==> src/rtl/sac_ram.sv <==
// generic single-port-write, registered-read ram
module sac_ram #(
    parameter int WIDTH = 8,
    parameter int DEPTH = 2
) (
    input  logic                     clk,
    input  logic                     we,
    input  logic [$clog2(DEPTH)-1:0] waddr,
    input  logic [WIDTH-1:0]         wdata,
    input  logic                     re,
    input  logic [$clog2(DEPTH)-1:0] raddr,
    output logic [WIDTH-1:0]         rdata
);

    logic [WIDTH-1:0] mem [DEPTH];

    always_ff @(posedge clk)
    begin
        if (we)
        begin
            mem[waddr] <= wdata;
        end
        if (re)
        begin
            rdata <= mem[raddr];
        end
    end

endmodule

==> config.mk <==
export PLATFORM = sky130hd
export DESIGN_NAME = sac_ram
export DESIGN_NICKNAME = d
export VERILOG_FILES = /design/src/rtl/sac_ram.sv
export SDC_FILE = /design/constraint.sdc
export NUM_CORES = 1
export LEC_CHECK = 0
export ABC_AREA = 0
export BUFFER_PORTS_ARGS = -buffer_cell sky130_fd_sc_hd__buf_2
export CORE_MARGIN = 1
export CORE_UTILIZATION = 53
export CTS_BUF_LIST = sky130_fd_sc_hd__clkbuf_4 sky130_fd_sc_hd__clkbuf_8
export CTS_CLUSTER_SIZE = 8
export DETAILED_ROUTE_END_ITERATION = 12
export GPL_ROUTABILITY_DRIVEN = 0
export PLACE_DENSITY = 0.79
export RECOVER_POWER = 100
export REMOVE_ABC_BUFFERS = 1
export SLEW_MARGIN = 25
export SYNTH_ARGS = -nofsm -noshare
export SYNTH_HDL_FRONTEND = slang
export SYNTH_SLANG_ARGS = --single-unit
==> constraint.sdc <==
create_clock -name clk -period 1.95 [get_ports clk]
set_input_delay 0 -clock clk [delete_from_list [all_inputs] [get_ports clk]]
set_output_delay 0 -clock clk [all_outputs]
set_load 0.02 [all_outputs]
==> results.txt <==
----------------------------------------------------
[STA]
  Final-layout worst hold slack ... 102 ps
  Post-route setup TNS ... 0 ps
  Rel. slew slack ... 57.1%
  Clock skew ... about 4.7 ps
  Total count of hold-check failures in the final report ... 0
  Highest achievable clock rate ... 1060 MHz
  Part of the cycle the worst path needs ... about half
  Setup repair after global routing missed its margin ... no
  Number of max-slew violations in the final report ... 0
  Crit path setup slack, layout ... 1010 ps
  Setup-violating endpoint count in the final report ... 0
  Least-Margin Pin Slew ... 642 ps
  Shortest clock period the worst path allows after layout ... 939 ps

[Pwr]
  IR Drop Worst-Case VDD ... 0.000562 V
  Leakage ... 0.355 nW
  Power per unit of standard cell area ... around 860 nW/um^2

[Detailed routing]
  DRC violation total after the first TritonRoute iteration ... 9
  Detail Route Antenna Nets ... 0
  Final wirelength ... roughly 1100 um
  # DRC ... 0
  First drt pass iteration count ... 4
  Avg Vias per Cell ... between 4 and 5
  Avg WL per Cell ... 13.3 um
  Via count of the routed design ... 396

[Finish]
  Highest-count cells in the layout ignoring fill and taps ... sky130_fd_sc_hd__edfxtp_1, sky130_fd_sc_hd__clkbuf_1, sky130_fd_sc_hd__mux2_1, sky130_fd_sc_hd__dlygate4sd3_1, sky130_fd_sc_hd__buf_2
  Commonest non-fill, non-tap cell in the layout ... sky130_fd_sc_hd__edfxtp_1
  Number of filler instances in the final layout ... 115
  Area Growth Syn to Fin ... 19.1%
  Layout Nets ... 80
  Number of antenna repair diodes ... 0
  Fraction of final layout cells sized beyond drive strength 1 ... 15.4%

[Synthesis]
  Synth Warn # ... 0
  Synth area leader ... sky130_fd_sc_hd__edfxtp_1
  Post-synthesis simple-gate area fraction ... under 10%
  Netlist area before placement ... 865 sq um
  Xor and xnor fraction of the mapped netlist area ... 0%
  Average cell area after synthesis ... 24.7 sq um
  Sequential-to-total area share from yosys stat ... 83.4%
  Multiplexer share of the synthesized area ... 13.9%
  Largest family of logic cells by synthesized area ... multiplexers
  Number of distinct library cells after synthesis ... 5
  Adder and majority cell fraction of the synthesized area ... 0%
  Top post-synthesis cells by area ... sky130_fd_sc_hd__edfxtp_1, sky130_fd_sc_hd__mux2_4, sky130_fd_sc_hd__buf_6
  Complex-gate fraction of the synthesized area ... 0%
  Portion of synthesized cell area occupied by the leading cell type ... 83.4%
  Flops & latches, synth ... 24
  Mapped Cells ... 35

[Setup path]
  Reg2Reg Launch Point ... mem[1][3]
  Worst setup startpoint ... mem[1][3]
  Worst-case reg-to-reg path depth ... 1
  Kind of start point of the critical path ... flop
  Number of cells on the critical path ... 1
  Worst path bufs/invs ... 0
  Class of the most critical setup path ... reg -> reg
  Longest individual stage delay on the worst path ... 380 ps
  Chain of cells forming the critical path ... mux2_1
  Critical Path End Type ... flop
  Category of cells accounting for the largest share of critical-path delay ... flip-flops
  Worst-path fanout max ... 1
  Highest-delay cell along the critical path ... sky130_fd_sc_hd__edfxtp_1
  Endpoint arrival time on the critical path ... 1000 ps
  Required time at the endpoint of the critical path ... 2010 ps

[Clock tree]
  Number of H-tree levels ... 1
  Clock net sink count ... 24
  Source-to-sink clock delay at the later pin of the worst-skew pair ... 300 ps
  Number of resized instances in the post-cts repair step ... 0
  Clk root buf ... sky130_fd_sc_hd__clkbuf_4
  Bufs on Longest Clock Path ... 2
  Clock tree from TritonCTS ... yes
  Clock buffer count from CTS ... 3
  Reg clk slew, reported paths ... 110 ps

[GRT]
  Largest net degree at the start of global routing ... 13
  Fraction of met3 tracks used by global routing ... 3.88%
  GRT Max-Usage Layer ... met2
  Global routing usage on met2 ... 20.6%
  Wire length of the first global-routing pass ... 1570 um
  Met1 Use GR ... 15.4%
  Initial antenna violation count ... 0
  GRT Util Overall ... approximately an eighth
  GR Overflow Total ... 0
  Vias in the first global route ... 363

[Worst hold path]
  WHS Path Cells ... 1
  Worst min-delay path startpoint ... re
  Hold/Removal Path Class ... in -> reg

[Job]
  Number of max-capacitance violations reported ... 0

[Run status]
  Status ... finished, final reports clean

[Die]
  Die height ... 42.4 um
  Horiz. Die Dim ... around 42 um
  Standard cell core area ... 1510 sq um
  Number of placement rows ... 14
  Die Area ... approximately 1800 sq um
  Effective utilization at floorplan ... roughly 57%
  I/O pin count ... 21

[Placement]
  Port buffer count ... 20
  Place WS ... 950 ps

----------------------------------------------------
-- metrics by stage --
step	total power (W)	utilization (%)	instances	area, sq um
2_1_floorplan	0.000674	-	34	853
3_3_place_gp	0.000707	64.6	70	973
3_5_place_dp	0.000710	64.6	70	973
4_1_cts	0.000917	71.4	81	1080
5_1_grt	0.000932	68.4	81	1030
6_report	0.000890	68.4	81	1030
-- Yosys cell counts --
cell	n
sky130_fd_sc_hd__and2_1	1
sky130_fd_sc_hd__buf_6	1
sky130_fd_sc_hd__edfxtp_1	24
sky130_fd_sc_hd__mux2_4	8
sky130_fd_sc_hd__nor2b_1	1
-- path summary, 6_finish.rpt --
check / slack, ps / to
hold reg to reg: 550 / rdata[1]
setup / recovery: 1010 / rdata[3]
setup reg to reg: 1010 / rdata[3]
hold / removal: 100 / rdata[0]
-- registers in the layout (all words and copies together) (netlist names) --
register and count:
rdata 8, mem 16
-- metal layers --
metal  wire length (um)  part of all wire, %
met3                 59                  5.5
met1                477                   44
met2                525                   49
met4                 14                  1.3
met5                  0                    0
-- what timing repair did --
action                                 in CTS  in global routing
buffers inserted                            0                  0
hold buffers                                8                  0
endpoints found under the hold margin      16                  0
-- cell type report --
| class | instances | area, sq um | area share, % |
|---|---|---|---|
| well taps | 16 | 20.0 | 1.94 |
| multi-input cells | 10 | 103 | 9.96 |
| clock buffers | 3 | 22.5 | 2.19 |
| flip-flops and latches | 24 | 721 | 70.0 |
| repair buffers | 28 | 164 | 15.9 |
-- cells by family (layout without fill, tap and decap cells) --
kind of cell,after synthesis,count (layout)
buffers and inverters,1,31
muxes,8,8
DFF,24,24
and+or+nand+nor,2,2
-- power by group --
group | switching, W | total (W) | leakage [nW] | internal (W)
logic | 0.0000425 | 0.0000749 | 0.113 | 0.0000324
clock network | 0.000126 | 0.000199 | 0.0138 | 0.0000721
registers | 0.00000764 | 0.000616 | 0.228 | 0.000609
Power figures use the tool's default switching activity.
