File: src/rtl/sac_pkg.sv
// shared types and constants for the set-associative write-back cache
package sac_pkg;

    localparam int SET_BITS_MAX_DEF = 6;
    localparam int WAYS_MAX_DEF     = 8;
    localparam int BLOCK_BITS_LIMIT = 20;
    localparam int EFF_WAYS_W       = 6;

    localparam logic [1:0] REG_SET_BITS   = 2'd0;
    localparam logic [1:0] REG_WAYS       = 2'd1;
    localparam logic [1:0] REG_BLOCK_BITS = 2'd2;

    typedef enum logic [1:0] {
        OUT_HIT   = 2'd0,
        OUT_FILL  = 2'd1,
        OUT_EVICT = 2'd2
    } outcome_t;

    typedef enum logic {
        ST_IDLE,
        ST_LOOKUP
    } state_t;

    typedef struct packed {
        logic [2:0] set_bits;
        logic [3:0] ways;
        logic [4:0] block_bits;
    } cfg_t;

    typedef struct packed {
        logic        valid;
        logic        dirty;
        logic [63:0] tag;
        logic [63:0] stamp;
    } line_t;

endpackage

File: src/rtl/sac_cfg.sv
// apb configuration registers
module sac_cfg (
    input  logic             clk,
    input  logic             rst_n,
    input  logic             psel,
    input  logic             penable,
    input  logic             pwrite,
    input  logic [3:0]       paddr,
    input  logic [31:0]      pwdata,
    output logic [31:0]      prdata,
    output logic             pready,
    output sac_pkg::cfg_t    cfg
);

    sac_pkg::cfg_t cfg_reg;
    logic          wr_en;

    assign pready = 1'b1;
    assign wr_en  = psel && penable && pwrite;
    assign cfg    = cfg_reg;

    always_ff @(posedge clk or negedge rst_n)
    begin
        if (!rst_n)
        begin
            cfg_reg.set_bits   <= 3'd0;
            cfg_reg.ways       <= 4'd1;
            cfg_reg.block_bits <= 5'd0;
        end
        else if (wr_en)
        begin
            unique case (paddr[3:2])
                sac_pkg::REG_SET_BITS:   cfg_reg.set_bits   <= pwdata[2:0];
                sac_pkg::REG_WAYS:       cfg_reg.ways       <= pwdata[3:0];
                sac_pkg::REG_BLOCK_BITS: cfg_reg.block_bits <= pwdata[4:0];
                default:                 ;
            endcase
        end
    end

    always_comb
    begin
        unique case (paddr[3:2])
            sac_pkg::REG_SET_BITS:   prdata = {29'd0, cfg_reg.set_bits};
            sac_pkg::REG_WAYS:       prdata = {28'd0, cfg_reg.ways};
            sac_pkg::REG_BLOCK_BITS: prdata = {27'd0, cfg_reg.block_bits};
            default:                 prdata = 32'd0;
        endcase
    end

endmodule

File: config.mk
export PLATFORM = sky130hd
export DESIGN_NAME = sac_cfg
export DESIGN_NICKNAME = d
export VERILOG_FILES = /design/src/rtl/sac_pkg.sv /design/src/rtl/sac_cfg.sv
export SDC_FILE = /design/constraint.sdc
export NUM_CORES = 1
export LEC_CHECK = 0
export BUFFER_PORTS_ARGS = -buffer_cell sky130_fd_sc_hd__buf_2
export CORE_ASPECT_RATIO = 0.7
export CORE_MARGIN = 2
export CORE_UTILIZATION = 25
export CTS_BUF_LIST = sky130_fd_sc_hd__clkbuf_2
export CTS_CLUSTER_DIAMETER = 80
export DETAILED_ROUTE_END_ITERATION = 16
export HOLD_SLACK_MARGIN = 0.02
export SETUP_SLACK_MARGIN = 0.4
export SYNTH_ARGS = -nofsm -noshare
export SYNTH_HDL_FRONTEND = slang
export SYNTH_SLANG_ARGS = --single-unit
File: constraint.sdc
create_clock -name clk -period 1.05 [get_ports clk]
set_clock_uncertainty 0.1 [all_clocks]
set_input_delay 0.21 -clock clk [delete_from_list [all_inputs] [get_ports clk]]
set_output_delay 0.21 -clock clk [all_outputs]
set_load 0.1 [all_outputs]
==> summary.md <==
| Metric | Value |
|---|---|
| Outcome | complete, but fails checks |
| Violated checks | negative hold slack, negative setup slack |
| Worst EP required | about 740 ps |
| Top cells by area, synth | dfrtp_1 35%, buf_4 27%, mux2_2 11%, mux2_4 7.6%, mux2i_1 3.8% |
| Design area | 1550 um2 |
| Initial DRC Count | 17 |
| Total Power | ~3.8 mW |
| Final Hold Violating Endpoints | 12 |
| Clk root buf | clkbuf_2 |
| Min Tclk post-route | 1540 ps |
| Final wirelength | 1.97 mm |
| CTS tree | yes |
| Synth Instances | 73 |
| Layout cells sized above 1 | between 70 and 80% |
| Net Sw Frac | a little over half |
| TritonCTS Buffers | 3 |
| DP Worst Slack | -407 ps |
| Synth area leader | dfrtp_1 |
| Initial Util | between 20% and 30% |
| Worst Setup Slack, final | -485 ps |
| RSZ-0062 raised after global routing | yes |
| Power Dens Cells | ~2500 nW/um2 |
| Max FO, Critical Path | 2 |
| Core area | 3080 um2 |
| Critical Path Source Type | register |
| Die Area | 3640 um2 |
| Netlist cell types | 16 |
| Power share of the combinational group | between 70% and 80% |
| Crit share post-route | 146% |
| Sequential fraction of the synthesis area | a little under two fifths |
| Worst min path class | in2async |
| Synth Warn # | 0 |
| Mean post-synth cell area | around 11 um2 |
| Wire per inst | approximately 12 um |
| Leakage | about 0.7 nW |
| Routed vias | between 600 and 700 |
| Final setup fails | 27 |
| Leading cell type in the layout, fill and taps excluded | conb_1 |
| Flop2flop setup slack | -130 ps |
| Die H | between 50 and 60 um |
| DR pass1 iterations | 4 |
| Int Pwr | approximately 1.7 mW |
| FP Rows | 17 |
| Seq cells post-synth | 12 |
| Yosys top cell area share | a little over a third |
| GP Congestion | 0.771 |
| # DRC | 0 |
| Worst-Skew Late Latency | approximately 260 ps |
| Clk pwr share | approximately 6.8% |
| Buffer depth of the longest clock path | 2 |
| Nets | 165 |
| Post-DP Area | roughly 1400 um2 |
| First-pass GRT wire length | between 3 and 4 mm |
| Via/cell ratio | 3.84 |
| Hold slack | -296 ps |
| VDD IR max | about 0.0013 V |
| ANT nets after route | 0 |
| Synth Cell Area | just under 800 um2 |
| Switching Power | 2.09 mW |
| Maxcap violations | 0 |
| Worst EP arrival | between 1000 and 1500 ps |
| Antenna violations before repair | 0 |
| I/O Pins | between 80 and 90 |
| Port bufs | 28 |
| Largest net degree at the start of global routing | 13 |
| Most frequent cells in the layout | 28 x conb_1, 17 x buf_12, 16 x buf_6, 11 x dfrtp_4, 9 x buf_4 |
| Vias in the first global route | around 650 |
| HPWL Detailed | between 1.5 and 2 mm |
| Syn-to-layout area delta | 95.9% |
| Worst-path clk slew | roughly 130 ps |
| Die span in x | around 71 um |
| F_max | roughly 650 MHz |
| CP Class | reg2out |
| GRT overflow | 0 |
| Sequential share of power | between 10% and 20% |
| Gr usage total | 12.1% |
| Post-layout util | around half |
| CTS sink cnt | 12 |
| # diodes | 0 |
| Setup crit end kind | primary output |
| Max reg flops | 12 |
| Slew Limit Fails | 0 |
| H-Tree Depth | 1 |
area by class of cell:
type	instances	area, um2
timing repair buffer	49	623
tap	38	47.5
fill	276	1530
sequential	12	347
multi-input combinational	58	514
clock buffer	4	20.0
worst paths after layout:
kind                                    startpoint            endpoint  cells past startpoint
min in group clk                         pwdata[4]  cfg[4]$_DFFE_PN0P_                      2
worst min-delay path                         rst_n  cfg[4]$_DFFE_PN0P_                      1
worst max register to register  cfg[4]$_DFFE_PN0P_  cfg[4]$_DFFE_PN0P_                      3
max in group asynchronous                    rst_n  cfg[5]$_DFFE_PN1P_                      1
worst min register to register  cfg[3]$_DFFE_PN0P_  cfg[3]$_DFFE_PN0P_                      1
worst max-delay path            cfg[5]$_DFFE_PN1P_           prdata[0]                      3
metal layers:
layer / vias to the layer above / track usage (%) / part of all wire [%]
li1: 288 / - / -
met1: 293 / 15.0 / 40
met2: 37 / 20.7 / 51
met3: 0 / 5.13 / 9.6
met4: 0 / 0.943 / 0
met5: - / 0 / 0
logic make-up (layout without fill, tap and decap cells):
group	Yosys count	in the layout	synth area share, %
buffers and inverters	29	53	27.2
DFF	12	12	38.1
AOI/OAI and AO/OA	4	4	2.53
and+or+nand+nor	11	11	8.53
other	2	28	0.948
muxes	15	15	22.7
synth_stat cells:
cell     count
and3b_1      1
buf_2        1
buf_4       28
conb_1       2
dfrtp_1     11
dfstp_2      1
mux2_2       8
mux2_4       4
mux2i_1      3
nand2_1      5
nand3_1      1
nor2b_1      1
nor3_1       1
nor3b_2      1
o21ai_0      4
or3b_4       1
per-stage QoR:
step                      instances  hold WS [ps]  TNS [ps]
after CTS                       160          -307     -7090
after global routing            161          -310     -7920
after global placement          155          8.35     -5940
final                           161          -296     -6740
after detailed placement        155          17.7     -6360
after floorplan                  99          -186     -4450
power groups by stage:
stage / Clock [mW] / Combinational, mW / Sequential [mW]
floorplan: 0 / 1.04 / 1.57
global placement: 0 / 2.70 / 0.746
detailed placement: 0 / 2.71 / 0.752
CTS: 0.279 / 2.81 / 0.763
global route: 0.301 / 2.89 / 0.785
finish: 0.262 / 2.82 / 0.762
critical path: stages (launching register included):
cell,delay [ps]
dfstp_4,650
nand2_4,50
o21ai_4,70
buf_12,190
timing repair:
| action | in CTS | in global routing |
|---|---|---|
| endpoints found under the hold margin | 12 | 12 |
| gates resized for setup | 18 | 2 |
| endpoints found under the setup margin | 29 | 29 |
| setup buffers | 1 | 1 |
| pin swaps | 5 | 0 |
(Power assumes the default switching activity.)
